<file path="src/design/sample_autocorrelation_engine_assert.svh">
// Assertion macros for the sample autocorrelation engine.
// Used by files that check their own logic; no other dependencies.
`ifndef SAMPLE_AUTOCORRELATION_ENGINE_ASSERT_SVH
`define SAMPLE_AUTOCORRELATION_ENGINE_ASSERT_SVH
`ifndef SYNTHESIS
`define SAE_ASSERT_IMP(lbl, ante, cons, msg) \
    lbl: assert property (@(posedge clk) disable iff (!rst_n) (ante) |-> (cons)) else $error(msg);
`define SAE_ASSERT_NXT(lbl, ante, cons, msg) \
    lbl: assert property (@(posedge clk) disable iff (!rst_n) (ante) |=> (cons)) else $error(msg);
`else
`define SAE_ASSERT_IMP(lbl, ante, cons, msg)
`define SAE_ASSERT_NXT(lbl, ante, cons, msg)
`endif
`endif

</file>
<file path="src/design/sac_pkg.sv">
// Shared types and constants of the sample autocorrelation engine.
// No dependencies.
package sac_pkg;

    localparam int SAMPLE_W = 32;
    localparam int DEV_W    = 33;
    localparam int MEAN_W   = 33;
    localparam int LAG_W    = 6;
    localparam int CORR_W   = 18;
    localparam int STATUS_W = 2;
    localparam int QUOT_W   = 18;

    localparam logic [LAG_W-1:0] MAX_LAG_RESET = 6'd32;
    localparam logic signed [CORR_W-1:0] CORR_ONE = 18'sd65536;
    localparam logic signed [CORR_W-1:0] CORR_MAX = 18'sd131071;
    localparam logic signed [CORR_W-1:0] CORR_MIN = -18'sd131072;

    localparam logic [STATUS_W-1:0] ST_OK   = 2'd0;
    localparam logic [STATUS_W-1:0] ST_FEW  = 2'd1;
    localparam logic [STATUS_W-1:0] ST_ZERO = 2'd2;
    localparam logic [STATUS_W-1:0] ST_OVF  = 2'd3;

    typedef enum logic [2:0] {
        S_LOAD,
        S_MEAN,
        S_MEAN_WAIT,
        S_STREAM,
        S_FLUSH,
        S_STAT,
        S_LAG,
        S_RATIO_WAIT
    } state_t;

    typedef enum logic [1:0] {
        R_IDLE,
        R_MUL,
        R_CAP,
        R_DIV
    } ratio_state_t;

    typedef struct packed {
        logic clr;
        logic shift;
    } cell_ctrl_t;

endpackage

</file>
<file path="src/design/sac_cell.sv">
// One lag cell: passes the deviation stream on through one register and accumulates
// head * tap. Depends on sac_pkg.
module sac_cell import sac_pkg::*; #(
    parameter int ACC_W = 76
) (
    input  logic                    clk,
    input  logic                    rst_n,
    input  cell_ctrl_t              ctrl,
    input  logic signed [DEV_W-1:0] head_d,
    input  logic                    head_v,
    input  logic signed [DEV_W-1:0] tap_in_d,
    input  logic                    tap_in_v,
    output logic signed [DEV_W-1:0] tap_out_d,
    output logic                    tap_out_v,
    input  logic signed [ACC_W-1:0] acc_in,
    output logic signed [ACC_W-1:0] acc_out
);

    localparam int PROD_W = 2 * DEV_W;

    logic signed [DEV_W-1:0]  tap_d_reg;
    logic                     tap_v_reg;
    logic signed [PROD_W-1:0] prod_reg;
    logic                     prod_v_reg;
    logic signed [ACC_W-1:0]  acc_reg, acc_next;

    always_comb
    begin
        acc_next = acc_reg;
        if (ctrl.clr)
        begin
            acc_next = '0;
        end
        else if (ctrl.shift)
        begin
            acc_next = acc_in;
        end
        else if (prod_v_reg)
        begin
            acc_next = acc_reg + {{(ACC_W-PROD_W){prod_reg[PROD_W-1]}}, prod_reg};
        end
    end

    always_ff @(posedge clk or negedge rst_n)
    begin
        if (!rst_n)
        begin
            tap_v_reg  <= 1'b0;
            prod_v_reg <= 1'b0;
        end
        else
        begin
            tap_v_reg  <= tap_in_v;
            prod_v_reg <= head_v & tap_v_reg;
        end
    end

    always_ff @(posedge clk)
    begin
        tap_d_reg <= tap_in_d;
        prod_reg  <= head_d * tap_d_reg;
        acc_reg   <= acc_next;
    end

    assign tap_out_d = tap_d_reg;
    assign tap_out_v = tap_v_reg;
    assign acc_out   = acc_reg;

endmodule

</file>
<file path="config.mk">
export PLATFORM = sky130hd
export DESIGN_NAME = sac_cell
export DESIGN_NICKNAME = d
export VERILOG_FILES = /design/src/design/sample_autocorrelation_engine_assert.svh /design/src/design/sac_pkg.sv /design/src/design/sac_cell.sv
export SDC_FILE = /design/constraint.sdc
export NUM_CORES = 2
export LEC_CHECK = 0
export CAP_MARGIN = 20
export CORE_MARGIN = 8
export CORE_UTILIZATION = 60
export DETAILED_ROUTE_END_ITERATION = 6
export DONT_BUFFER_PORTS = 1
export PLACE_DENSITY = 0.76
export RECOVER_POWER = 50
export SYNTH_ARGS = -nofsm -noshare
export SYNTH_HDL_FRONTEND = slang
export SYNTH_SLANG_ARGS = --single-unit
</file>
<file path="constraint.sdc">
create_clock -name clk -period 9.4 [get_ports clk]
set_clock_uncertainty 0.15 [all_clocks]
set_input_delay 0.94 -clock clk [delete_from_list [all_inputs] [get_ports clk]]
set_output_delay 0.94 -clock clk [all_outputs]
set_load 0.005 [all_outputs]
</file>
# Word-level counts from Yosys, hierarchy flattened
# Index checks and enable logic that the tools add are counted.
# Widths: inputs -> output; s select.
# word_totals
ff_bits,177
output_inout_bits,110
wordCells,11
# op_classes
add_sub_neg,1
n_mul,1
mux,2
bitwise,1
n_reduce_logical,1
# op_table
operator,count
$mux 76,2
$add 76x76->76,1
$mul 33x33->66,1
$reduce_bool 2->1,1
$and 1x1->1,1

# Longest topological paths before layout
# logic_depth
ltp_word,3
depth_mapped,31
mapped_depth_nobuf,29

# Worst setup path before layout
# Ideal clock, no wire load.
# synth_timing
kind,input-to-reg
from,input head_d[32]
to,register prod_reg[64]
setup_slack_ps,894
path_stages,27
path_buffers,1
required_time_ps,9178
t_arrival_ps,8283
setup_ps,72
cell_sequence,clkbuf_1 -> nand2_1 -> inv_1 -> fa_1 -> inv_1 -> fa_1 -> fa_1 -> inv_1 -> fa_1 -> inv_1 -> fa_1 -> inv_1 -> fa_1 -> fa_1 -> inv_1 -> fa_1 -> inv_1 -> ha_1 -> a21oi_1 -> nand2b_1 -> o21ai_0 -> a21o_1 -> o41ai_2 -> or4_4 -> a41o_1 -> a221oi_2 -> xnor2_1
# synth_via
elab_chain_len,1
# synth_rtl
item,line_no,rtl
"start, declared",sac_cell.sv:9,"input logic signed [DEV_W-1:0] head_d,"
$mul 33x33->66,sac_cell.sv:61,prod_reg <= head_d * tap_d_reg;
"end signal, assigned",sac_cell.sv:61,
"end, declared",sac_cell.sv:23,logic signed [PROD_W-1:0] prod_reg;
# Every way passes these cells.
# A chain may end at the register's enable or synchronous reset.

# Final worst setup path
# layout_timing
from,register tap_d_reg[21] (netlist: tap_out_d[21])
to,register prod_reg[63]
# layout_via
elab_chain_len,1
# layout_rtl
item,line_no,rtl
"start, declared",sac_cell.sv:21,logic signed [DEV_W-1:0] tap_d_reg;
"start signal, assigned",sac_cell.sv:60,tap_d_reg <= tap_in_d;
$mul 33x33->66,sac_cell.sv:61,
# Every way passes these cells.

==> out/results.txt <==
Setup WS pre-CTS - 705.2 ps
crit path max fanout - 34
most common cell after layout, fill and taps aside - inv_1
fin crit period - 8926 ps
I/O Buffers - 0
Placed Instance Area - 49590 µm²
DR vias/cell - 5.799
Yosys top cell by area - fa_1
Post-synth EDFFs - 0
Post-Syn Area - 48860 µm²
Synth top area share - 0.4695
most used flip-flop cell after synthesis - dfxtp_1
Final Util - 0.6241
Post-Syn Instances - 5455
largest cells by area after synthesis - fa_1, inv_1, ha_1, dfxtp_1, and2_1
initial antenna violation count - 4
syn_nets - 7041
global-route wire length before repair - 216400 µm
metal2 WL - 60520 µm
Die Width - 301.4 µm
Core Region - 80550 µm²
DRC - 0
nets - 6837
layout cell share with drive strength beyond 1 - 0.02071
total negative setup slack - 0 ps
Hold Crit Start - tap_in_d[21]
clk buf depth - 2
FF-to-FF setup slack - 470 ps
setup ws final - 474.4 ps
I/O pins - 258
status - complete, but fails checks
FF-to-FF Start - tap_out_d[21]$_DFF_P_
root buffer cell - clkbuf_16
violated checks - max-capacitance violations, max-slew violations
total grt overflow - 0
syn_area_per_cell - 8.957 µm²
CTS Sinks - 177
Routability Congestion - 0.9286
Ys Warns - 0
top routing layer in use - met4
RSZ-0062 raised after global routing - no
critical path class - flop to flop
Die H - 301.4 µm
Reg-to-Reg End - prod_reg[63]$_DFF_P_
initial core utilization - 0.6066
vias - 36680
total CTS buffers - 17
Area Overhead vs Synth - 2.881%
slowest cell delay on critical path - 1410 ps
Final Max Tran Viols - 116
die area - 90820 µm²
CP arrival - 9230 ps
# rows - 104
largest net degree at the start of global routing - 153
Hold Vio Cnt, Final - 0
Maximum Capacitance Violations - 3
fmax - 0.1120 GHz
Hold WC Path Type - input pin to flop
max FFs per register - 76
initial DRC count - 3036
Critical Path Start Type - flop
vias in the first global route - 39290
asr flop ratio synth - 0.01130
critical path depth - 25
post-CTS setup buffer count - 0
GRT Total Usage - 0.3042
Tightest Pin Transition - 2513 ps
post_cts resized - 0
commonest cells after routing, fill and taps aside - inv_1, fa_1, nand2_1
TritonRoute pass-1 iters - 6
CP dominant cell by count - fa_1
hold endpoint - tap_out_d[21]$_DFF_P_
worst hold stages - 0
CP max-delay cell - dfxtp_1
count of state elements after synthesis - 177
Seq/Total Area, Yosys - 0.07273
met3 routed WL - 15250 µm
Antenna Violating Nets Remaining - 0
# fillers - 6706
Skew-Pair Late Insertion Delay - 530 ps
WL final - 135700 µm
final setup fails - 0
buffers plus inverters on the worst setup path - 4
fin area - 50270 µm²
WL met1 - 55190 µm
routed wire length per instance - 21.46 µm
relative slew slack - -0.6754
DP HPWL - 109500 µm
dominant delay contributor by cell family on the critical path - adder cells
final cycle utilization of the critical path - 0.9495
Worst Path Required - 9710 ps
post-synth cell types - 75
CTS clk-pin slew, worst paths - 100 ps
hold buffers post-CTS - 1
H-tree levels - 4
CP endpoint kind - flop
R2R depth - 25
TritonCTS clock tree - built
[cell usage after synthesis, types with 35 or more instances]
library cell  instances
a221oi_1             35
a21oi_1             231
nor2_1              165
nand2_1             642
a21o_1               66
fa_1               1146
dfxtp_1             175
ha_1                292
xnor2_1              96
nand3_1              47
o21ai_0              87
clkbuf_1            276
and2_1              558
xor2_1               46
inv_1              1230
[through the flow]
stage | hold slack (ps) | instances
floorplan | 328.2 | 5455
global placement | 360.5 | 6290
finish | 267.6 | 6325
CTS | 225.1 | 6322
detailed placement | 359.1 | 6290
global route | 247.4 | 6325
[worst max path at each step]
stage | startpoint | to | slack [ps]
floorplan | head_d[32] | prod_reg[64]$_DFF_P_ | 890
CTS | tap_out_d[19]$_DFF_P_ | prod_reg[65]$_DFF_P_ | 670
finish | tap_out_d[21]$_DFF_P_ | prod_reg[63]$_DFF_P_ | 470
global route | tap_out_d[21]$_DFF_P_ | prod_reg[63]$_DFF_P_ | 110
detailed placement | head_d[32] | prod_reg[63]$_DFF_P_ | 710
global placement | head_d[32] | prod_reg[63]$_DFF_P_ | 820
[area by class of cell]
cell class | count | area [µm²] | share of cell area
Multi-Input combinational cell | 3765 | 39630 | 0.7883
Inverter | 1231 | 4621 | 0.09192
Sequential cell | 177 | 3557 | 0.07076
Tap cell | 1060 | 1326 | 0.02638
Timing Repair Buffer | 59 | 475.5 | 0.009458
Clock buffer | 18 | 429.2 | 0.008537
Clock inverter | 13 | 229.0 | 0.004555
Antenna cell | 2 | 5.005 | 0.00009956
[worst reg2reg max path, delay by kind of cell, from the launching register on]
| kind | cells | cell delay (ps) |
|---|---|---|
| adders and majority gates | 9 | 4230 |
| DFF | 1 | 1410 |
| and+or+nand+nor | 5 | 1330 |
| AOI/OAI and AO/OA | 6 | 1260 |
| buffers and inverters | 4 | 280 |
| xor gates and xnor gates | 1 | 160 |
[kinds of logic after synthesis]
logic type | Yosys count | synth area share
buffers and inverters | 1513 | 0.1163
XOR/XNOR | 142 | 0.02545
adder cells (fa/ha/maj) | 1438 | 0.5443
AND/OR/NAND/NOR | 1570 | 0.1588
multiplexers | 22 | 0.004532
AO/OA/AOI/OAI | 593 | 0.07785
flip-flops | 177 | 0.07273
[metal layers]
layer | vias up | GRT usage
met2 | 1983 | 0.4711
met4 | 0 | 0.1041
met1 | 18480 | 0.4103
met5 | - | 0
li1 | 15880 | -
met3 | 337 | 0.08783
Power is not shown: default switching activity piles up to over one toggle a cycle in this logic, so the estimate is an artifact.
