==> config.mk <==
export PLATFORM = sky130hd
export DESIGN_NAME = sac_ratio
export DESIGN_NICKNAME = d
export VERILOG_FILES = /design/src/design/sample_autocorrelation_engine_assert.svh /design/src/design/sac_pkg.sv /design/src/design/sac_div.sv /design/src/design/sac_ratio.sv
export SDC_FILE = /design/constraint.sdc
export NUM_CORES = 2
export LEC_CHECK = 0
export ABC_CLOCK_PERIOD_IN_PS = 19150
export BUFFER_PORTS_ARGS = -buffer_cell sky130_fd_sc_hd__buf_2
export CORE_MARGIN = 3
export CORE_UTILIZATION = 55
export CTS_BUF_LIST = sky130_fd_sc_hd__clkbuf_2 sky130_fd_sc_hd__clkbuf_4 sky130_fd_sc_hd__clkbuf_8
export CTS_CLUSTER_SIZE = 28
export DETAILED_ROUTE_END_ITERATION = 10
export PLACE_DENSITY_LB_ADDON = 0.08
export SLEW_MARGIN = 20
export SYNTH_ARGS = -nofsm -noshare
export SYNTH_HDL_FRONTEND = slang
export SYNTH_SLANG_ARGS = --single-unit
==> constraint.sdc <==
create_clock -name clk -period 19.15 [get_ports clk]
set_input_delay 1.915 -clock clk [delete_from_list [all_inputs] [get_ports clk]]
set_output_delay 1.915 -clock clk [all_outputs]
set_load 0.01 [all_outputs]
==> src/design/sample_autocorrelation_engine_assert.svh <==
// Assertion macros for the sample autocorrelation engine.
// Used by files that check their own logic; no other dependencies.
`ifndef SAMPLE_AUTOCORRELATION_ENGINE_ASSERT_SVH
`define SAMPLE_AUTOCORRELATION_ENGINE_ASSERT_SVH
`ifndef SYNTHESIS
`define SAE_ASSERT_IMP(lbl, ante, cons, msg) \
    lbl: assert property (@(posedge clk) disable iff (!rst_n) (ante) |-> (cons)) else $error(msg);
`define SAE_ASSERT_NXT(lbl, ante, cons, msg) \
    lbl: assert property (@(posedge clk) disable iff (!rst_n) (ante) |=> (cons)) else $error(msg);
`else
`define SAE_ASSERT_IMP(lbl, ante, cons, msg)
`define SAE_ASSERT_NXT(lbl, ante, cons, msg)
`endif
`endif

==> src/design/sac_pkg.sv <==
// Shared types and constants of the sample autocorrelation engine.
// No dependencies.
package sac_pkg;

    localparam int SAMPLE_W = 32;
    localparam int DEV_W    = 33;
    localparam int MEAN_W   = 33;
    localparam int LAG_W    = 6;
    localparam int CORR_W   = 18;
    localparam int STATUS_W = 2;
    localparam int QUOT_W   = 18;

    localparam logic [LAG_W-1:0] MAX_LAG_RESET = 6'd32;
    localparam logic signed [CORR_W-1:0] CORR_ONE = 18'sd65536;
    localparam logic signed [CORR_W-1:0] CORR_MAX = 18'sd131071;
    localparam logic signed [CORR_W-1:0] CORR_MIN = -18'sd131072;

    localparam logic [STATUS_W-1:0] ST_OK   = 2'd0;
    localparam logic [STATUS_W-1:0] ST_FEW  = 2'd1;
    localparam logic [STATUS_W-1:0] ST_ZERO = 2'd2;
    localparam logic [STATUS_W-1:0] ST_OVF  = 2'd3;

    typedef enum logic [2:0] {
        S_LOAD,
        S_MEAN,
        S_MEAN_WAIT,
        S_STREAM,
        S_FLUSH,
        S_STAT,
        S_LAG,
        S_RATIO_WAIT
    } state_t;

    typedef enum logic [1:0] {
        R_IDLE,
        R_MUL,
        R_CAP,
        R_DIV
    } ratio_state_t;

    typedef struct packed {
        logic clr;
        logic shift;
    } cell_ctrl_t;

endpackage

==> src/design/sac_div.sv <==
// Restoring divider, one quotient bit per cycle.
// Requires num < den * 2**QUO_W. Depends on nothing else.
module sac_div #(
    parameter int NUM_W = 44,
    parameter int DEN_W = 12,
    parameter int QUO_W = 32
) (
    input  logic             clk,
    input  logic             rst_n,
    input  logic             start,
    input  logic [NUM_W-1:0] num,
    input  logic [DEN_W-1:0] den,
    output logic             done,
    output logic [QUO_W-1:0] quot,
    output logic [DEN_W-1:0] rem
);

    localparam int CW = $clog2(QUO_W + 1);

    logic          busy_reg, busy_next;
    logic          done_reg, done_next;
    logic [CW-1:0] cnt_reg, cnt_next;
    logic [DEN_W-1:0] rem_reg, rem_next;
    logic [DEN_W-1:0] den_reg, den_next;
    logic [QUO_W-1:0] low_reg, low_next;
    logic [QUO_W-1:0] quot_reg, quot_next;
    logic [DEN_W:0]   trial;

    always_comb
    begin
        busy_next = busy_reg;
        done_next = 1'b0;
        cnt_next  = cnt_reg;
        rem_next  = rem_reg;
        den_next  = den_reg;
        low_next  = low_reg;
        quot_next = quot_reg;
        trial     = {rem_reg, low_reg[QUO_W-1]};
        if (start)
        begin
            busy_next = 1'b1;
            cnt_next  = CW'(QUO_W);
            rem_next  = DEN_W'(num[NUM_W-1:QUO_W]);
            low_next  = num[QUO_W-1:0];
            den_next  = den;
        end
        else if (busy_reg)
        begin
            if (trial >= {1'b0, den_reg})
            begin
                rem_next  = DEN_W'(trial - {1'b0, den_reg});
                quot_next = {quot_reg[QUO_W-2:0], 1'b1};
            end
            else
            begin
                rem_next  = trial[DEN_W-1:0];
                quot_next = {quot_reg[QUO_W-2:0], 1'b0};
            end
            low_next = {low_reg[QUO_W-2:0], 1'b0};
            cnt_next = cnt_reg - 1'b1;
            if (cnt_reg == CW'(1))
            begin
                busy_next = 1'b0;
                done_next = 1'b1;
            end
        end
    end

    always_ff @(posedge clk or negedge rst_n)
    begin
        if (!rst_n)
        begin
            busy_reg <= 1'b0;
            done_reg <= 1'b0;
            cnt_reg  <= '0;
        end
        else
        begin
            busy_reg <= busy_next;
            done_reg <= done_next;
            cnt_reg  <= cnt_next;
        end
    end

    always_ff @(posedge clk)
    begin
        rem_reg  <= rem_next;
        den_reg  <= den_next;
        low_reg  <= low_next;
        quot_reg <= quot_next;
    end

    assign done = done_reg;
    assign quot = quot_reg;
    assign rem  = rem_reg;

endmodule

==> src/design/sac_ratio.sv <==
// Correlation ratio: round(65536 * P * m_num / (Q * m_den)), saturated.
// Shift-and-add products, then sac_div. Depends on sac_pkg and sac_div.
module sac_ratio import sac_pkg::*; #(
    parameter int ACC_W = 76,
    parameter int CNT_W = 11
) (
    input  logic                     clk,
    input  logic                     rst_n,
    input  logic                     start,
    input  logic signed [ACC_W-1:0]  p,
    input  logic [ACC_W-1:0]         q,
    input  logic [CNT_W-1:0]         m_num,
    input  logic [CNT_W-1:0]         m_den,
    output logic                     done,
    output logic signed [CORR_W-1:0] corr
);

    localparam int PN_W = ACC_W + CNT_W;
    localparam int BW   = $clog2(CNT_W);

    ratio_state_t state_reg, state_next;

    logic [ACC_W-1:0] mag_reg, qv_reg;
    logic [CNT_W-1:0] mn_reg, md_reg;
    logic             neg_reg, cap_reg;
    logic [PN_W-1:0]  pn_reg, pd_reg;
    logic [BW-1:0]    bit_reg;
    logic             done_reg;
    logic signed [CORR_W-1:0] corr_reg;

    logic             div_start, div_done;
    logic [QUOT_W-1:0] div_quot;
    logic [PN_W-1:0]  div_rem;
    logic [QUOT_W:0]  qq;

    sac_div #(
        .NUM_W(PN_W + 16),
        .DEN_W(PN_W),
        .QUO_W(QUOT_W)
    ) u_div (
        .clk  (clk),
        .rst_n(rst_n),
        .start(div_start),
        .num  ({pn_reg, 16'd0}),
        .den  (pd_reg),
        .done (div_done),
        .quot (div_quot),
        .rem  (div_rem)
    );

    always_comb
    begin
        state_next = state_reg;
        div_start  = 1'b0;
        unique case (state_reg)
            R_IDLE:
            begin
                if (start)
                begin
                    state_next = R_MUL;
                end
            end
            R_MUL:
            begin
                if (bit_reg == '0)
                begin
                    state_next = R_CAP;
                end
            end
            R_CAP:
            begin
                div_start  = 1'b1;
                state_next = R_DIV;
            end
            R_DIV:
            begin
                if (div_done)
                begin
                    state_next = R_IDLE;
                end
            end
            default:
            begin
                state_next = R_IDLE;
            end
        endcase
    end

    // Rounded magnitude; a capped quotient saturates either way.
    always_comb
    begin
        if (cap_reg)
        begin
            qq = {1'b1, {QUOT_W{1'b0}}};
        end
        else
        begin
            qq = {1'b0, div_quot} + (QUOT_W+1)'({div_rem, 1'b0} >= {1'b0, pd_reg});
        end
    end

    always_ff @(posedge clk or negedge rst_n)
    begin
        if (!rst_n)
        begin
            state_reg <= R_IDLE;
            done_reg  <= 1'b0;
        end
        else
        begin
            state_reg <= state_next;
            done_reg  <= (state_reg == R_DIV) && div_done;
        end
    end

    always_ff @(posedge clk)
    begin
        case (state_reg)
            R_IDLE:
            begin
                mag_reg <= p[ACC_W-1] ? ACC_W'(-p) : ACC_W'(p);
                neg_reg <= p[ACC_W-1];
                qv_reg  <= q;
                mn_reg  <= m_num;
                md_reg  <= m_den;
                pn_reg  <= '0;
                pd_reg  <= '0;
                bit_reg <= BW'(CNT_W - 1);
            end
            R_MUL:
            begin
                pn_reg  <= {pn_reg[PN_W-2:0], 1'b0} + (mn_reg[bit_reg] ? PN_W'(mag_reg) : '0);
                pd_reg  <= {pd_reg[PN_W-2:0], 1'b0} + (md_reg[bit_reg] ? PN_W'(qv_reg) : '0);
                bit_reg <= bit_reg - 1'b1;
            end
            R_CAP:
            begin
                cap_reg <= {2'b00, pn_reg, 16'd0} >= {pd_reg, 18'd0};
            end
            R_DIV:
            begin
                if (neg_reg)
                begin
                    if (qq > (QUOT_W+1)'(131072))
                    begin
                        corr_reg <= CORR_MIN;
                    end
                    else
                    begin
                        corr_reg <= CORR_W'(-$signed({1'b0, qq}));
                    end
                end
                else if (qq > (QUOT_W+1)'(131071))
                begin
                    corr_reg <= CORR_MAX;
                end
                else
                begin
                    corr_reg <= CORR_W'(qq);
                end
            end
            default:
            begin
                cap_reg <= cap_reg;
            end
        endcase
    end

    assign done = done_reg;
    assign corr = corr_reg;

endmodule

# Word-level counts from Yosys, hierarchy flattened
# Index checks and enable logic that the tools add are counted.
# totals
romBits	0
in_bits	177
register_bits	576
latchBits	0
mem_count	0
wordCells	83
ram_bits	0
# classes
reduce_logical	7
addsub	8
n_eq_ne	7
mux	33
mul	0
bitwise_logic	1
n_shift	0
n_lt_le_gt_ge	6
div_mod_pow	0
# ops
op	n
case mux 87 bit (2 select lines)	2
greater-or-equal comparator 88 x 87 -> 1 bit	2
adder 87 x 76 -> 87 bit	2
two-way mux 85 bit	2
two-way mux 76 bit	2
greater-or-equal comparator 103 x 105 -> 1 bit	1
two-way mux 18 bit	5
two-way mux 87 bit	1
subtractor 87 bit	1
negator 76 bit	1
two-way mux 75 bit	1
adder 18 x 1 -> 19 bit	1
> comparator 19 x 17 -> 1 bit (second input constant)	1
> comparator 19 x 18 -> 1 bit (second input constant)	1
two-way mux 19 bit	1
negator 18 bit	1
two-way mux 1 bit	10
two-way mux 5 bit	2
binary-select mux 1 bit (select 4 bit)	2
case mux 2 bit (4 select lines)	1
case mux 4 bit (2 select lines)	1
two-way mux 2 bit	3
equality test 5 x 1 -> 1 bit (second input constant)	1
< comparator 4 x 5 -> 1 bit (second input constant)	1
other kinds (13)	16

# Logic depth before layout (Yosys ltp)
# logic_depth
word_depth	6
ltp_mapped	28

# By module
# A second synthesis with hierarchy kept.
# hier_totals
cells_unflattened	4814
hier_area_um2	44954.4
# modules_own_cells
mod	n_inst	seq_area_each_um2	cells_per_inst	area_each_um2
sac_ratio	1	11245.8	3213	29874.9
sac_div	1	6461.2	1601	15079.5

# Worst setup path before layout
# No wires, ideal clock.
# synth_timing
path_type	register -> register
start	register state_reg[0]
end	register bit_reg[0], enable pin
t_arrival_ps	7188
stages_incl_launch_ff	4
setup_slack_ps	11498
n_path_buf	0
synth_period_minus_slack_ps	7652
setup_ps	464
required_time_ps	18686
cell_sequence	dfrtp_1 -> inv_1 -> ha_1 -> or2_2
# synth_between
elab_chain_cells	2
word_cells_on_any_way	3
classes_between	eq/ne: 1; reduce/logical: 2
# synth_lines
item	line	source
start, declared	sac_ratio.sv:21	ratio_state_t state_reg, state_next;
start signal, assigned	sac_ratio.sv:111	state_reg <= state_next;
equality test 2 x 1 -> 1 bit or logical NOT 2 bit (tied branches)	sac_ratio.sv:118	case (state_reg)
nonzero test 2 bit (no line) (*)	-	
end signal, assigned	sac_ratio.sv:128	bit_reg <= BW'(CNT_W - 1);
end signal, assigned	sac_ratio.sv:134	bit_reg <= bit_reg - 1'b1;
end, declared	sac_ratio.sv:27	logic [BW-1:0] bit_reg;
# Mark *: on every way between the ends. The rest lies on a longest branch, timed or not.
# A chain may end at the register's enable or synchronous reset.

# Worst setup path in the final report
# layout_timing
start	register bit_reg[0]
end	register pd_reg[75] (data pin)
# layout_between
elab_chain_cells	5
# layout_lines
item	line	source
binary-select mux 1 bit (select 4 bit)	sac_ratio.sv:133	pd_reg <= {pd_reg[PN_W-2:0], 1'b0} + (md_reg[bit_reg] ? PN_W'(qv_reg) : '0);
two-way mux 1 bit (not written as such)	sac_ratio.sv:133	
two-way mux 76 bit	sac_ratio.sv:133	
adder 87 x 76 -> 87 bit	sac_ratio.sv:133	
case mux 87 bit (2 select lines)	sac_ratio.sv:118	
end signal, assigned	sac_ratio.sv:133	
end, declared	sac_ratio.sv:26	logic [PN_W-1:0] pn_reg, pd_reg;
# Every way passes these cells. The select of a mux whose other input is x is not followed.

==> impl_metrics.json <==
{
  "path_clk_slew_ps": 60,
  "end_kind": "flop",
  "pin_count": 196,
  "synth_fp_nets": 5241,
  "worst_pin_slew_ps": 1090,
  "cp.required_ps": 19670,
  "synth_top_flop_cell": "edfxtp_1",
  "port_buffers": 195,
  "synthTopCellsByArea": "edfxtp_1 39%, ha_1 12%, a21oi_1 4.9%, xnor2_1 4.0%, a21o_1 3.9%",
  "synth.avg_cell_area_sq_um": 9.35,
  "core_sq_um": 77800,
  "num_vias": 36200,
  "finalCriticalPeriod_ps": 7040,
  "yosysTopAreaCell": "edfxtp_1",
  "setup_tns_ps": 0,
  "dp_hpwl_microns": 97900,
  "synth_cells": 4641,
  "synthesis.area_sq_um": 43400,
  "syn2layout_area_growth_pct": 9.15,
  "cp.arrival_ps": 7560,
  "num-nets-final": 5389,
  "initialDrtViolationCount": 3381,
  "setup_violations": 0,
  "ctsResizeCount": 0,
  "clk_latency_ps": 720,
  "htreeDepth": 3,
  "final_antenna_net_count": 0,
  "clock-sinks": 576,
  "rsz0062_at_grt": "no",
  "cts_buffer_depth": 3,
  "max_freq_ghz": 0.142,
  "yosysSeqAreaShare_pct": 39.7,
  "status": "completed",
  "yosys_register_bits": 576,
  "row_count": 102,
  "synth.most_common_cell": "edfxtp_1",
  "vias_per_cell": 6.12,
  "antenna_found_initial": 1,
  "fillers": 6845,
  "skew_ps": 31.4,
  "maxCapViolCount": 0,
  "startpoint_type": "flop",
  "yosys_warnings": 0,
  "grt_max_degree": 96,
  "gp_congestion": 0.964,
  "wl_microns": 127000,
  "overflow": 0,
  "critPathMaxFanout": 43,
  "floorplan.initialDensity_pct": 55.8,
  "root_buffer": "clkbuf_8",
  "numCtsBuffers": 104,
  "hold_class": "reg2reg",
  "die_area_sq_um": 82300,
  "die_w_microns": 287,
  "finalHoldViolations": 0,
  "routedWlPerCell_microns": 21.4,
  "hold_buffers": 0,
  "grt_pass1_wl_microns": 195000,
  "post_cts_buffers": 0,
  "firstDrtPassIters": 5,
  "grt_pass1_vias": 34100,
  "ys_top_cells_by_count": "564 x edfxtp_1, 427 x a21oi_1, 420 x ha_1, 358 x nor2_1, 330 x nand2_1",
  "synth-edff-count": 564,
  "async_flop_share_pct": 1.74,
  "drc": 0,
  "die_h_microns": 287,
  "drive_gt1_share_pct": 9.68,
  "crit_type": "reg2reg",
  "slew_headroom_pct": 27.2,
  "period_share_pct": 36.7,
  "synth.top_cell.area_share_pct": 39.0,
  "track_usage_pct": 30.1,
  "synth_cell_types": 79,
  "slew_violations": 0,
  "cts_tree": "built"
}
==> layer usage <==
metal	vias up	track usage [%]	share of wire [%]
met5	-	0	0
met4	0	8.49	2.8
met3	219	4.99	6.9
met2	1240	46.5	44
met1	17300	43.7	47
li1	17500	-	-
==> cell usage in the layout (no fill, tap or decap), types with 34 or more instances in the layout <==
master | Yosys | layout
a211oi_1 | 62 | 61
clkbuf_8 | 0 | 107
a21oi_1 | 427 | 427
or3_1 | 39 | 39
buf_2 | 0 | 195
o21a_1 | 40 | 40
nor3_1 | 76 | 76
o21ai_0 | 260 | 258
and2_1 | 179 | 179
and3_1 | 44 | 44
a21o_1 | 224 | 224
o21bai_1 | 75 | 75
xnor2_1 | 198 | 198
nand2b_1 | 47 | 47
nand2_1 | 330 | 329
buf_4 | 0 | 40
ha_1 | 420 | 417
inv_1 | 314 | 312
clkinv_1 | 1 | 34
xor2_1 | 95 | 95
nand3_1 | 77 | 77
o31ai_1 | 48 | 48
nor2b_1 | 41 | 41
nor2_1 | 358 | 358
edfxtp_1 | 564 | 564
a31oi_1 | 47 | 46
clkbuf_4 | 0 | 34
nand4_1 | 124 | 124
==> final timing paths <==
kind                            slack, ps  cells past startpoint                startpoint                           end
worst min-delay path                  480                      0   u_div.quot[0]$_DFFE_PP_       u_div.quot[1]$_DFFE_PP_
min in group asynchronous            1050                      1                     rst_n                done$_DFF_PN0_
worst min register to register        480                      0   u_div.quot[0]$_DFFE_PP_       u_div.quot[1]$_DFFE_PP_
max in group asynchronous           17910                      1                     rst_n  u_div.cnt_reg[2]$_DFFE_PN0P_
worst max register to register      12110                     18  bit_reg[0]$_SDFFCE_PN0P_      pd_reg[75]$_SDFFCE_PN0P_
worst max-delay path                12110                     18  bit_reg[0]$_SDFFCE_PN0P_      pd_reg[75]$_SDFFCE_PN0P_
==> logic make-up after synthesis <==
| kind of cell | share of synthesized area [%] |
|---|---|
| flip-flops | 39.7 |
| AO/OA/AOI/OAI | 20.0 |
| buffers and inverters | 4.41 |
| multiplexers | 1.14 |
| adder cells (fa/ha/maj) | 12.2 |
| AND/OR/NAND/NOR | 16.6 |
| XOR/XNOR | 5.91 |
==> cell type report <==
| cell class | instances | area [sq um] | area share [%] |
|---|---|---|---|
| clock inverter | 52 | 302 | 0.636 |
| sequential | 576 | 17200 | 36.4 |
| tap | 1040 | 1300 | 2.75 |
| timing repair buffer | 235 | 1280 | 2.69 |
| inverter | 315 | 1180 | 2.50 |
| antenna | 1 | 2.50 | 0.00528 |
| multi-input combinational | 3557 | 24400 | 51.4 |
| clock buffer | 141 | 1730 | 3.65 |
==> stage by stage <==
step | util (%) | instances | setup WS, ps | hold slack (ps) | instance area, sq um
CTS | 60.9 | 5916 | 12160 | 479 | 47400
global placement | 58.2 | 5723 | 12350 | 447 | 45300
floorplan | - | 4641 | 11500 | 433 | 43400
detailed placement | 58.3 | 5723 | 12220 | 462 | 45400
finish | 60.9 | 5917 | 12110 | 483 | 47400
global route | 60.9 | 5917 | 11730 | 508 | 47400
==> critical path, stage by stage, from the launching register on <==
cell	delay, ps
edfxtp_1	590
mux4_2	420
o21ai_0	130
o21ai_4	760
buf_4	520
and2_1	200
ha_1	290
a21oi_1	230
o21ai_0	170
a211oi_1	260
nand4_1	180
a221oi_1	940
o21ai_0	590
a2111oi_1	520
buf_4	210
or3_1	200
o21a_1	260
a21oi_1	100
a311oi_1	230
Power is not shown: default switching activity piles up to over one toggle a cycle in this logic, so the estimate is an artifact.
