[config.mk]
export PLATFORM = sky130hd
export DESIGN_NAME = sac_div
export DESIGN_NICKNAME = d
export VERILOG_FILES = /design/src/design/sample_autocorrelation_engine_assert.svh /design/src/design/sac_div.sv
export SDC_FILE = /design/constraint.sdc
export NUM_CORES = 1
export LEC_CHECK = 0
export BUFFER_PORTS_ARGS = -buffer_cell sky130_fd_sc_hd__buf_4
export CORE_ASPECT_RATIO = 1.2
export CORE_UTILIZATION = 45
export DETAILED_ROUTE_END_ITERATION = 6
export PLACE_DENSITY = 0.72
export SLEW_MARGIN = 20
export SYNTH_ARGS = -nofsm -noshare
export SYNTH_HDL_FRONTEND = slang
export SYNTH_SLANG_ARGS = --single-unit
[constraint.sdc]
create_clock -name clk -period 4.19 [get_ports clk]
set_input_delay 1.0475 -clock clk [delete_from_list [all_inputs] [get_ports clk]]
set_output_delay 1.0475 -clock clk [all_outputs]
set_load 0.01 [all_outputs]
[src/design/sample_autocorrelation_engine_assert.svh]
// Assertion macros for the sample autocorrelation engine.
// Used by files that check their own logic; no other dependencies.
`ifndef SAMPLE_AUTOCORRELATION_ENGINE_ASSERT_SVH
`define SAMPLE_AUTOCORRELATION_ENGINE_ASSERT_SVH
`ifndef SYNTHESIS
`define SAE_ASSERT_IMP(lbl, ante, cons, msg) \
    lbl: assert property (@(posedge clk) disable iff (!rst_n) (ante) |-> (cons)) else $error(msg);
`define SAE_ASSERT_NXT(lbl, ante, cons, msg) \
    lbl: assert property (@(posedge clk) disable iff (!rst_n) (ante) |=> (cons)) else $error(msg);
`else
`define SAE_ASSERT_IMP(lbl, ante, cons, msg)
`define SAE_ASSERT_NXT(lbl, ante, cons, msg)
`endif
`endif

[src/design/sac_div.sv]
// Restoring divider, one quotient bit per cycle.
// Requires num < den * 2**QUO_W. Depends on nothing else.
module sac_div #(
    parameter int NUM_W = 44,
    parameter int DEN_W = 12,
    parameter int QUO_W = 32
) (
    input  logic             clk,
    input  logic             rst_n,
    input  logic             start,
    input  logic [NUM_W-1:0] num,
    input  logic [DEN_W-1:0] den,
    output logic             done,
    output logic [QUO_W-1:0] quot,
    output logic [DEN_W-1:0] rem
);

    localparam int CW = $clog2(QUO_W + 1);

    logic          busy_reg, busy_next;
    logic          done_reg, done_next;
    logic [CW-1:0] cnt_reg, cnt_next;
    logic [DEN_W-1:0] rem_reg, rem_next;
    logic [DEN_W-1:0] den_reg, den_next;
    logic [QUO_W-1:0] low_reg, low_next;
    logic [QUO_W-1:0] quot_reg, quot_next;
    logic [DEN_W:0]   trial;

    always_comb
    begin
        busy_next = busy_reg;
        done_next = 1'b0;
        cnt_next  = cnt_reg;
        rem_next  = rem_reg;
        den_next  = den_reg;
        low_next  = low_reg;
        quot_next = quot_reg;
        trial     = {rem_reg, low_reg[QUO_W-1]};
        if (start)
        begin
            busy_next = 1'b1;
            cnt_next  = CW'(QUO_W);
            rem_next  = DEN_W'(num[NUM_W-1:QUO_W]);
            low_next  = num[QUO_W-1:0];
            den_next  = den;
        end
        else if (busy_reg)
        begin
            if (trial >= {1'b0, den_reg})
            begin
                rem_next  = DEN_W'(trial - {1'b0, den_reg});
                quot_next = {quot_reg[QUO_W-2:0], 1'b1};
            end
            else
            begin
                rem_next  = trial[DEN_W-1:0];
                quot_next = {quot_reg[QUO_W-2:0], 1'b0};
            end
            low_next = {low_reg[QUO_W-2:0], 1'b0};
            cnt_next = cnt_reg - 1'b1;
            if (cnt_reg == CW'(1))
            begin
                busy_next = 1'b0;
                done_next = 1'b1;
            end
        end
    end

    always_ff @(posedge clk or negedge rst_n)
    begin
        if (!rst_n)
        begin
            busy_reg <= 1'b0;
            done_reg <= 1'b0;
            cnt_reg  <= '0;
        end
        else
        begin
            busy_reg <= busy_next;
            done_reg <= done_next;
            cnt_reg  <= cnt_next;
        end
    end

    always_ff @(posedge clk)
    begin
        rem_reg  <= rem_next;
        den_reg  <= den_next;
        low_reg  <= low_next;
        quot_reg <= quot_next;
    end

    assign done = done_reg;
    assign quot = quot_reg;
    assign rem  = rem_reg;

endmodule

### Yosys cells after proc, flatten, opt, wreduce, memory -nomap -nowiden

Index checks and enable logic that the tools add are counted.

* equality and inequality tests: 1
* reductions and logical operators: 2
* multiplexer cells: 14
* $lt $le $gt $ge: 1
* bitwise logic cells: 1
* add/subtract/negate cells: 2

Operator list (count)
* two-way mux 32 bit: 2
* two-way mux 12 bit: 3
* >= comparator 13 x 12 -> 1 bit: 1
* two-way mux 6 bit: 2
* subtractor 12 bit: 1
* two-way mux 1 bit: 7
* equality test 6 x 1 -> 1 bit (second input constant): 1
* subtractor 6 x 1 -> 6 bit (second input constant): 1
* AND reduction 2 bit: 1
* nonzero test 2 bit: 1
* NOT 1 bit: 1

* input bits: 59
* logic and storage cells: 28
* output and inout bits: 45
* register bits: 96

### Logic depth before layout (Yosys ltp)

Gate-level depths: netlist (run 1).

* word-level depth: 4
* mapped depth: 10
* gate-level depth less buffers: 10

### Worst setup path before layout (run 1)

Ideal clock, no wire load.

* path kind: input to register
* from: input port start
* to: register quot_reg[0], in the netlist quot[0], enable pin
* stages: 4
* required time: 3.765 ns
* buffers on the path: 3
* path slack: 0.727 ns
* arrival time: 3.039 ns
* cell sequence: clkbuf_1 -> clkbuf_1 -> clkbuf_1 -> nor2b_1

* longest elaborated chain between the ends: 2

Ends and longest elaborated chain
* start: declaration: line sac_div.sv:10 `input logic start,`
* NOT 1 bit (no line)
* AND reduction 2 bit (no line)
* end signal: assignment: line sac_div.sv:90 `quot_reg <= quot_next;`
* end: declaration: line sac_div.sv:26 `logic [QUO_W-1:0] quot_reg, quot_next;`

No other way between the ends.
A chain may end at the register's enable or synchronous reset.

### Worst setup path in the final report (run 1)

* from: register low_reg[31]
* to: register rem_reg[8], in the netlist rem[8], data pin

* longest elaborated chain between the ends: 4
* elaborated cells on any way between the ends: 5
* those cells by class: add/sub: 1; order compare: 1; mux: 3

Ends and longest elaborated chain
* start: declaration: line sac_div.sv:25 `logic [QUO_W-1:0] low_reg, low_next;`
* start signal: assignment: line sac_div.sv:89 `low_reg <= low_next;`
* subtractor 12 bit / >= comparator 13 x 12 -> 1 bit (equally long branches): line sac_div.sv:51, sac_div.sv:49
* two-way mux 12 bit *: line sac_div.sv:49 `if (trial >= {1'b0, den_reg})`
* two-way mux 12 bit *: line sac_div.sv:47 `else if (busy_reg)`
* two-way mux 12 bit *: line sac_div.sv:39 `if (start)`
* via rem_next[8]: line sac_div.sv:23 `logic [DEN_W-1:0] rem_reg, rem_next;`
* end signal: assignment: line sac_div.sv:87 `rem_reg <= rem_next;`
* end: declaration: line sac_div.sv:23

Mark *: on every way through the listed nets, which the timed path passes. The rest lies on a longest branch. The select of a mux whose other input is x is not followed.

==> results of run 1 <==
final timing paths:
kind                                  startpoint                      to  slack, ps  cells past startpoint
max                        low_reg[31]$_DFFE_PP_        rem[8]$_DFFE_PP_       1450                     10
min                           quot[19]$_DFFE_PP_      quot[20]$_DFFE_PP_        450                      0
max reg2reg                low_reg[31]$_DFFE_PP_        rem[8]$_DFFE_PP_       1450                     10
min reg2reg                   quot[19]$_DFFE_PP_      quot[20]$_DFFE_PP_        450                      0
max in group asynchronous                  rst_n      busy_reg$_DFF_PN0_       3570                      1
min in group asynchronous                  rst_n  cnt_reg[5]$_DFFE_PN0P_        490                      1
final cells by class:
class                      count  share of cell area [%]
clock inverter                 6                    1.11
tap                          120                    2.79
inverter                      20                    1.39
sequential                    96                    52.7
timing repair buffer         106                    14.8
clock buffer                   9                    2.30
multi-input combinational    171                    24.9
routing by layer:
metal	vias up	wire (um)
met4	0	96
met2	91	3760
met5	-	0
met3	9	511
met1	1298	3820
li1	1333	-
logic make-up after synthesis:
logic type	Yosys count
xor+xnor	13
flops	96
mux	32
buf+inv	33
fa+ha+maj	15
compound gates	49
simple gates	62
cells in the final DEF, fill, tap and decap left out, types with 2 or more instances in the layout:
master / count
a21oi_1: 13
nand3_1: 4
o31ai_1: 5
mux2_2: 30
xor2_1: 5
and3_1: 3
nand4_1: 4
xnor2_1: 8
nor3_1: 5
o311ai_1: 3
a41oi_1: 3
a31o_1: 2
o211ai_1: 2
ha_1: 14
clkbuf_8: 9
clkinv_2: 2
nand2b_1: 2
nor2_1: 16
o21ai_1: 4
a211oi_1: 2
dfrtp_1: 8
a21o_1: 3
inv_1: 19
and2_1: 6
a31oi_1: 2
buf_4: 106
edfxtp_1: 88
nand2_1: 11
synth_stat cells (3+ instances only):
cell	n	area (um2)
ha_1	14	175
xor2_1	5	43.8
o31ai_1	5	37.5
nand3_1	4	20.0
nor3_1	5	25.0
and3_1	3	18.8
xnor2_1	8	70.1
edfxtp_1	88	2640
a41oi_1	3	26.3
a21o_1	3	22.5
and2_1	6	37.5
nor2_1	16	60.1
o311ai_1	3	26.3
a21oi_1	13	65.1
buf_1	3	11.3
clkbuf_1	8	30.0
nand4_1	4	25.0
mux2_2	30	338
o21ai_1	4	20.0
inv_1	19	71.3
nand2_1	11	41.3
dfrtp_1	8	200
worst max-delay path: cells and delay by family (launching register included):
family | cells | cell delay [ps]
DFF | 1 | 390
xor gates and xnor gates | 1 | 70
buffers and inverters | 2 | 130
AOI/OAI and AO/OA | 5 | 1310
adders and majority gates | 2 | 590
where the power goes:
part / switching, mW / internal [mW] / leakage, nW
Combinational: 0.542 / 0.485 / 1.14
Sequential: 0.108 / 1.26 / 0.996
Clock: 0.305 / 0.271 / 0.0929
Total: 0.955 / 2.02 / 2.22
==> summary.md, run 1 <==
| Metric | Value |
|---|---|
| Crit path time final | 2740 ps |
| Final-report hold violation count | 0 |
| Final TNS setup | 0 ps |
| IO Pins | 104 |
| Dpl cell area | 5210 um2 |
| Worst setup margin | 1450 ps |
| Met1 Use GR | 24.1% |
| Max clock buf depth | 2 |
| Fin util | 58.7% |
| H-tree levels | 3 |
| GRT met2 Usage | 26.4% |
| Num CTS Buffers | 9 |
| WL final | 8180 um |
| Synth unique cells | 53 |
| Final setup violation count | 0 |
| Critical path type | reg -> reg |
| Adder-cell area share of the yosys netlist | 4.52% |
| Gr usage total | 17.3% |
| CTS tree | built |
| Post-place setup slack | 1470 ps |
| Post-Syn Area | 4320 um2 |
| Syn nets | 374 |
| Hold WS | 453 ps |
| Final ANT Viol Nets | 0 |
| Leakage Power | 2.22 nW |
| CP most frequent cell | inv_1 |
| Peak supply drop | 0.247 mV |
| FFs w/ async S/R, synth | 8.33% |
| IO Port Bufs | 103 |
| Routed len/inst | 15.5 um |
| XOR/XNOR Fraction of Synth Area | 2.64% |
| Die height | 109 um |
| Post-DP HPWL | 5700 um |
| Root buffer cell | clkbuf_8 |
| RePlAce Congestion | 0.844 |
| Largest net degree at the start of global routing | 45 |
| Nets | 478 |
| Flops & latches, synth | 96 |
| Share of cells above drive strength 1 | 38.0% |
| Layout area overhead | 24.9% |
| Worst hold-check path type | reg -> reg |
| Yosys warns | 0 |
| Core area | 9180 um2 |
| Multiplexer share of the synthesized area | 8.32% |
| CP Capture Type | register |
| Gr ovfl total | 0 |
| Worst path cell trace | inv_1 -> ha_1 -> inv_1 -> fa_1 -> a21o_2 -> a311o_1 -> a31o_1 -> a21oi_2 -> xnor2_1 -> a221o_1 |
| Initial Utilization | 47.0% |
| Largest family of logic cells by synthesized area | multiplexers |
| Clock slew at reported path FFs | 90 ps |
| Post-Synthesis Cells | 300 |
| Via count | 2731 |
| Initial DRC Count | 91 |
| Met3 Use GR | 4.39% |
| Hold Buf Count CTS | 0 |
| Least-Margin Pin Slew | 566 ps |
| Crit path largest cell delay | 400 ps |
| # fillers | 745 |
| Reg area | 2840 um2 |
| Vias in the first global route | 2673 |
| Relative slew slack | 61.7% |
| Fmax | 365 MHz |
| Crit path max-delay cell type | fa_1 |
| Part of the cycle the worst path needs | 65.4% |
| Avg Cell Area, Syn | 14.4 um2 |
| MaxCap Viol Count | 0 |
| Die area | 9990 um2 |
| GRT Max-Usage Layer | met2 |
| Clock Latency Late Sink | 350 ps |
| Post-CTS Setup Inserts | 0 |
| DRC | 0 |
| DRT Pass-1 Iters | 4 |
| Critical Path Fanout Max | 3 |
| Simple-gate share of the synthesized area | 7.57% |
| Worst clock skew | 13.5 ps |
| Number of synthesized flops with an enable pin | 88 |
| Worst Setup Start Kind | register |
| N_diodes | 0 |
| Req. time, crit path | 4300 ps |
| CP arrival | 2850 ps |
| Post-cts resize count | 0 |
| Total power draw | 2.97 mW |
| Inst Count DP | 513 |
| Status | finished clean |
| Non-Filler Cell Area, Final | 5390 um2 |
| Die width | 91.4 um |
| RSZ-0062 raised after global routing | no |
| First-pass GRT wire length | 13000 um |
| Pwr per Cell Area | 552 nW/um2 |
| Max Slew Vio Count | 0 |
| Dominant synthesized flop cell | edfxtp_1 |
| Initial antenna violation count | 0 |
| FP Rows | 38 |
| Multi-input combinational cell area | 1340 um2 |
| Non-filler cells, final | 528 |
| DR vias/cell | 5.17 |
| Register area share after synthesis | 65.9% |
| Compound-Gate Fraction of Synth Area | 8.00% |
| Clock sinks | 96 |
Power figures use the tool's default switching activity.
==> inputs of run 2 (changes only) <==
Settings changed: ABC_AREA set to 1, PLACE_DENSITY 0.72 to 0.71.
Clock period 4.19 ns to 2.58 ns, I/O delays scaled along.
==> run 2 against run 1 <==
Net effect: via count increased by 25%; hold slack got worse by 340 ps; global-route usage grew 3.0 points; die area rose by 5.7%; largest power group unchanged; critical endpoint is now rem[3]$_DFFE_PP_.
==> summary.md, run 2 <==
| Metric | Value |
|---|---|
| Status | finished clean |
| Initial Utilization | 47.0% (about the same) |
| Fmax | 451 MHz (+24%) |
| Clock slew at reported path FFs | 70 ps (-20 ps) |
| Layout area overhead | 27.2% |
| Dominant cell type by area after synthesis | edfxtp_1 |
| DRC | 0 (unchanged) |
| Critical path type | reg -> reg |
| Post-DP HPWL | 7290 um (+28%) |
| FP Rows | 39 (+2.6%) |
| Fin util | 59.8% (+1.1 points) |
| Final setup violation count | 0 (unchanged) |
| Vias in the first global route | 3523 (+32%) |
| Relative slew slack | 68.9% (+7.1 points) |
| Total power draw | 5.39 mW (+81%) |
| Multiplexer share of the synthesized area | 0% (-8.3 points) |
| Num CTS Buffers | 9 (unchanged) |
| N_diodes | 0 (unchanged) |
| Post-CTS Setup Inserts | 0 (unchanged) |
| FFs w/ async S/R, synth | 8.33% (unchanged) |
| Final-report hold violation count | 0 (unchanged) |
| Critical Path Fanout Max | 17 (+14) |
| MaxCap Viol Count | 0 (unchanged) |
| Part of the cycle the worst path needs | 86.0% (+21 points) |
| FF-to-FF End | rem[3]$_DFFE_PP_ |
| Syn nets | 523 (+40%) |
| Max Slew Vio Count | 0 (unchanged) |
| Worst clock skew | 7.05 ps (-6.43 ps) |
| Number of synthesized flops with an enable pin | 88 (unchanged) |
| Dominant synthesized flop cell | edfxtp_1 |
| Commonest cells in the netlist | 176 x nand2_1, 88 x edfxtp_1, 51 x inv_1 |
| DR vias/cell | 5.00 (-3.4%) |
| CP most frequent cell | nand2_2 |
| Worst hold-check path type | in -> async |
| Crit path time final | 2220 ps (-524 ps) |
| CP arrival | 2310 ps (-540 ps) |
| Die area | 10600 um2 (+5.7%) |
| Commonest non-fill, non-tap cell in the layout | nand2_1 |
| Synth unique cells | 31 (-42%) |
| Buffers and inverters on the worst path | 1 (-1) |
| CP top delay family | simple AND/OR/NAND/NOR gates |
| Core area | 9710 um2 (+5.8%) |
| Reg2reg path depth | 9 (-1) |
| Nets | 632 (+32%) |
| Via count | 3427 (+25%) |
| DRT Pass-1 Iters | 4 (unchanged) |
| Peak supply drop | 0.432 mV (+75%) |
| Root buffer cell | clkbuf_16 |
| Gr usage total | 20.3% (+3.0 points) |
| Gr ovfl total | 0 (unchanged) |
| Least-Margin Pin Slew | 463 ps (-103 ps) |
| Post-Synthesis Cells | 449 (+50%) |
| Initial DRC Count | 131 (+44%) |
| Avg Cell Area, Syn | 10.2 um2 (-29%) |
| Register area share after synthesis | 62.2% (-3.6 points) |
| Largest family of logic cells by synthesized area | simple AND/OR/NAND/NOR gates |
| Final ANT Viol Nets | 0 (unchanged) |
| Share of cells above drive strength 1 | 27.0% (-11 points) |
| Die height | 112 um (+2.8%) |
| Crit path largest cell delay | 420 ps (+20 ps) |
| Routed len/inst | 14.5 um (-6.6%) |
| Hold Buf Count CTS | 0 (unchanged) |
| Simple-gate share of the synthesized area | 24.3% (+17 points) |
| XOR/XNOR Fraction of Synth Area | 0.959% (-1.7 points) |
| Most frequent cells in the layout | 175 x nand2_1, 108 x buf_4, 88 x edfxtp_1 |
| First-pass GRT wire length | 16400 um (+26%) |
| Largest net degree at the start of global routing | 35 (-22%) |
| Crit path max-delay cell type | edfxtp_1 |
| Post-Syn Area | 4570 um2 (+5.8%) |
| IO Pins | 104 (unchanged) |
| WL final | 9930 um (+21%) |
| Worst path cell trace | ha_1 -> nand2_2 -> inv_1 -> nand2_1 -> nand2_2 -> a21oi_4 -> nand3_4 -> nor2_1 -> o21ai_1 |
| Initial antenna violation count | 0 (unchanged) |
| RePlAce Congestion | 0.901 (+6.7%) |
| Worst Setup Start Kind | register |
| Compound-Gate Fraction of Synth Area | 2.33% (-5.7 points) |
| RSZ-0062 raised after global routing | no |
| Req. time, crit path | 2670 ps (-1630 ps) |
| Reg2Reg Setup Slack | 360 ps (-1090 ps) |
| Ranking of synthesized cells by area | edfxtp_1 58%, nand2_1 14%, dfrtp_1 4.4% |
| Die width | 94.0 um (+2.8%) |
| Clock Latency Late Sink | 340 ps (about the same) |
| H-tree levels | 3 (unchanged) |
| Pwr per Cell Area | 928 nW/um2 (+68%) |
| IO Port Bufs | 103 (unchanged) |
| Most frequent cell after synthesis | nand2_1 |
| Reg-to-Reg Start | rem[7]$_DFFE_PP_ |
| Final TNS setup | 0 ps (unchanged) |
| Post-cts resize count | 0 (unchanged) |
| CTS tree | built |
| Adder-cell area share of the yosys netlist | 4.27% (-0.25 points) |
| Leakage Power | 2.78 nW (+25%) |
| Share of the synthesized area in the top cell type | 57.9% (-3.4 points) |
| Hold WS | 111 ps (-342 ps) |
| Yosys warns | 0 (unchanged) |
| Max clock buf depth | 2 (unchanged) |
| CP Capture Type | register |
| Flops & latches, synth | 96 (unchanged) |
| Clock sinks | 96 (unchanged) |
==> run 2: final cells by class <==
class / instances / area (um2)
fillers: 830 / 3900
repair buffers: 109 / 831
well taps: 123 / 154
multi-input cells: 286 / 1460
flip-flops and latches: 96 / 2840
clock buffers: 9 / 225
inverters: 56 / 210
clock inverters: 7 / 86.3
==> run 2: how the worst max path moves through the flow <==
| stage | from | slack (ps) | cells past startpoint | endpoint |
|---|---|---|---|---|
| 6_report | rem[7]$_DFFE_PP_ | 360 | 9 | rem[3]$_DFFE_PP_ |
| 5_1_grt | rem[9]$_DFFE_PP_ | 190 | 10 | rem[0]$_DFFE_PP_ |
| 2_1_floorplan | start | 90 | 1 | quot[0]$_DFFE_PP_ |
| 4_1_cts | rem[7]$_DFFE_PP_ | 350 | 9 | rem[0]$_DFFE_PP_ |
| 3_3_place_gp | rem[5]$_DFFE_PP_ | 420 | 9 | rem[1]$_DFFE_PP_ |
| 3_5_place_dp | rem[5]$_DFFE_PP_ | 370 | 9 | rem[0]$_DFFE_PP_ |
==> run 2: kinds of logic (layout without fill, tap and decap cells) <==
logic type      after synthesis  in the layout
simple gates                248            248
fa+ha+maj                    15             15
compound gates               18             18
buf+inv                      67            181
flops                        96             96
xor+xnor                      5              5
==> run 2: metrics by stage <==
stage / instances / setup slack [ps] / cell area (um2)
detailed placement: 670 / 373 / 5500
finish: 686 / 362 / 5810
CTS: 686 / 345 / 5810
floorplan: 449 / 92.3 / 4570
global route: 686 / 188 / 5810
global placement: 670 / 423 / 5500
==> run 2: routing by layer <==
layer	routed length (um)	vias up	share of wire [%]	global-route usage [%]
met5	0	-	0	0
met4	196	0	2.0	7.28
met3	518	21	5.2	4.27
met2	5090	115	51	34.7
met1	4120	1600	42	25.3
li1	-	1691	-	-
==> run 2: worst register-to-register path, stage by stage, from the launching register on <==
cell and delay [ps]:
edfxtp_1 420, ha_1 400, nand2_2 120, inv_1 40, nand2_1 70, nand2_2 70
a21oi_4 270, nand3_4 300, nor2_1 180, o21ai_1 90
==> run 2: where the power goes <==
group | leakage (nW) | total (mW) | switching, mW | internal [mW]
clock | 0.150 | 1.38 | 0.605 | 0.772
combinational | 1.62 | 1.86 | 1.11 | 0.746
sequential | 1.01 | 2.15 | 0.161 | 1.99
total | 2.78 | 5.39 | 1.88 | 3.51
==> inputs of run 3 (changes only) <==
Settings changed: BUFFER_PORTS_ARGS -buffer_cell sky130_fd_sc_hd__buf_4 to -buffer_cell sky130_fd_sc_hd__clkbuf_2.
==> run 3 against run 2 <==
Net effect: clock-buffer cell count stayed put; critical path type unchanged; worst setup slack better by 7.7 ps; highest routed layer unchanged; combinational power decreased by 7%; critical endpoint is now rem[0]$_DFFE_PP_; sequential cell count stayed put.
==> summary.md, run 3 (synthesis results as in run 2) <==
| Metric | Value |
|---|---|
| CP startpoint | rem[5]$_DFFE_PP_ |
| DR vias/cell | 4.84 (-3.2%) |
| Req. time, crit path | 2670 ps (about the same) |
| Least-Margin Pin Slew | 476 ps (+12.8 ps) |
| Crit path max-delay cell type | edfxtp_1 |
| Nets | 633 (+0.16%) |
| N_diodes | 0 (unchanged) |
| Root buffer cell | clkbuf_16 |
| Share of cells above drive strength 1 | 27.0% (-0.048 points) |
| Num CTS Buffers | 9 (unchanged) |
| Max clock buf depth | 2 (unchanged) |
| Relative slew slack | 68.0% (-0.86 points) |
| Critical Path Fanout Max | 17 (unchanged) |
| Initial antenna violation count | 0 (unchanged) |
| CP arrival | 2300 ps (about the same) |
| DRC | 0 (unchanged) |
| FP Rows | 39 (unchanged) |
| RSZ-0062 raised after global routing | no |
| Core area | 9710 um2 (unchanged) |
| Final TNS setup | 0 ps (unchanged) |
| Reg2Reg Setup Slack | 370 ps (about the same) |
| Gr usage total | 19.3% (-1.0 points) |
| Leakage Power | 2.71 nW (-2.3%) |
| Worst hold-check path type | in -> async |
| Reg-to-Reg Start | rem[5]$_DFFE_PP_ |
| First-pass GRT wire length | 15600 um (-5.0%) |
| MaxCap Viol Count | 0 (unchanged) |
| Clock slew at reported path FFs | 70 ps (about the same) |
| Die height | 112 um (unchanged) |
| Status | finished clean |
| Post-CTS Setup Inserts | 0 (unchanged) |
| Worst setup margin | 370 ps (+7.68 ps) |
| Hold Buf Count CTS | 0 (unchanged) |
| CP Capture Type | register |
| Worst Setup Start Kind | register |
| Worst path cell trace | ha_1 -> nand2_1 -> nand2_1 -> nand2_1 -> nand2_2 -> a21oi_4 -> nand3_4 -> nor2_1 -> o21ai_1 |
| Post-cts resize count | 0 (unchanged) |
| Post-DP HPWL | 6870 um (-5.7%) |
| DRT Pass-1 Iters | 4 (unchanged) |
| IO Pins | 104 (unchanged) |
| Pwr per Cell Area | 955 nW/um2 (+3.0%) |
| Crit path largest cell delay | 440 ps (+20 ps) |
| Initial Utilization | 47.0% (unchanged) |
| Final-report hold violation count | 0 (unchanged) |
| Max Slew Vio Count | 0 (unchanged) |
| CP endpoint | rem[0]$_DFFE_PP_ |
| # fillers | 861 (+3.7%) |
| Final setup violation count | 0 (unchanged) |
| Reg2reg path depth | 9 (unchanged) |
| Clock Latency Late Sink | 340 ps (about the same) |
| Die width | 94.0 um (unchanged) |
| H-tree levels | 3 (unchanged) |
| Total power draw | 5.31 mW (-1.5%) |
| Vias in the first global route | 3368 (-4.4%) |
| RePlAce Congestion | 0.857 (-4.8%) |
| Commonest non-fill, non-tap cell in the layout | nand2_1 |
| Crit path time final | 2210 ps (-7.68 ps) |
| WL final | 9330 um (-6.0%) |
| FF-to-FF End | rem[0]$_DFFE_PP_ |
| CTS tree | built |
| Peak supply drop | 0.427 mV (-1.2%) |
| CP most frequent cell | nand2_1 |
| Initial DRC Count | 118 (-9.9%) |
| Routed len/inst | 13.6 um (-6.1%) |
| Largest net degree at the start of global routing | 40 (+14%) |
| Post-place setup slack | 393 ps (+20.4 ps) |
| Via count | 3322 (-3.1%) |
| Most frequent cells in the layout | 175 x nand2_1, 103 x clkbuf_2, 88 x edfxtp_1 |
| Fmax | 452 MHz (+0.35%) |
| Part of the cycle the worst path needs | 85.7% (-0.30 points) |
| Clock sinks | 96 (unchanged) |
| Final ANT Viol Nets | 0 (unchanged) |
| Gr ovfl total | 0 (unchanged) |
| Critical path type | reg -> reg |
| Layout area overhead | 21.6% |
| IO Port Bufs | 103 (unchanged) |
| Die area | 10600 um2 (unchanged) |
| Worst clock skew | 5.92 ps (-1.13 ps) |
## run 3: changes by cell type in the layout (fill, tap and decap cells not counted)
cell / change
clkbuf_2: +103
buf_4: -101
clkinv_4: -2
inv_8: -2
buf_12: -1
bufinv_16: +1
clkinv_1: +1
clkinv_2: +1
inv_6: +1
## run 3: critical path: cells and delay by family, from the launching register on
family	cells	cell delay (ps)
and+or+nand+nor	6	750
DFF	1	440
adders and majority gates	1	390
AOI/OAI and AO/OA	2	360
## run 3: metal layers
layer	wire [um]	global-route usage, %
met1	4070	24.1
met2	4660	32.6
met3	418	4.54
met4	189	6.67
met5	0	0
## run 3: how the worst min path moves through the flow
stage	to	startpoint	slack, ps
after floorplan	busy_reg$_DFF_PN0_	rst_n	350
after global routing	cnt_reg[5]$_DFFE_PN0P_	rst_n	140
after detailed placement	quot[4]$_DFFE_PP_	quot[3]$_DFFE_PP_	430
after CTS	done$_DFF_PN0_	rst_n	130
after global placement	quot[10]$_DFFE_PP_	quot[9]$_DFFE_PP_	430
final	busy_reg$_DFF_PN0_	rst_n	140
## run 3: cell type report
cell class	instances	area [um2]	area share, %
Tap cell	123	154	2.77
Clock inverter	7	93.8	1.69
Clock buffer	9	225	4.05
Timing Repair Buffer	110	568	10.2
Multi-Input combinational cell	286	1460	26.3
Inverter	56	210	3.78
Sequential cell	96	2840	51.2
## run 3: stage by stage
stage	std cells	utilization (%)	hold slack, ps	cell area [um2]
after CTS	687	57.2	134	5550
final	687	57.2	140	5550
after floorplan	449	-	349	4570
after global routing	687	57.2	144	5550
after global placement	671	53.9	433	5240
after detailed placement	671	53.9	432	5240
## run 3: report_power, final
part	internal, mW	switching [mW]	leakage (nW)
logic	0.651	1.08	1.55
clock network	0.851	0.570	0.154
registers	1.99	0.158	1.01
total	3.50	1.81	2.71
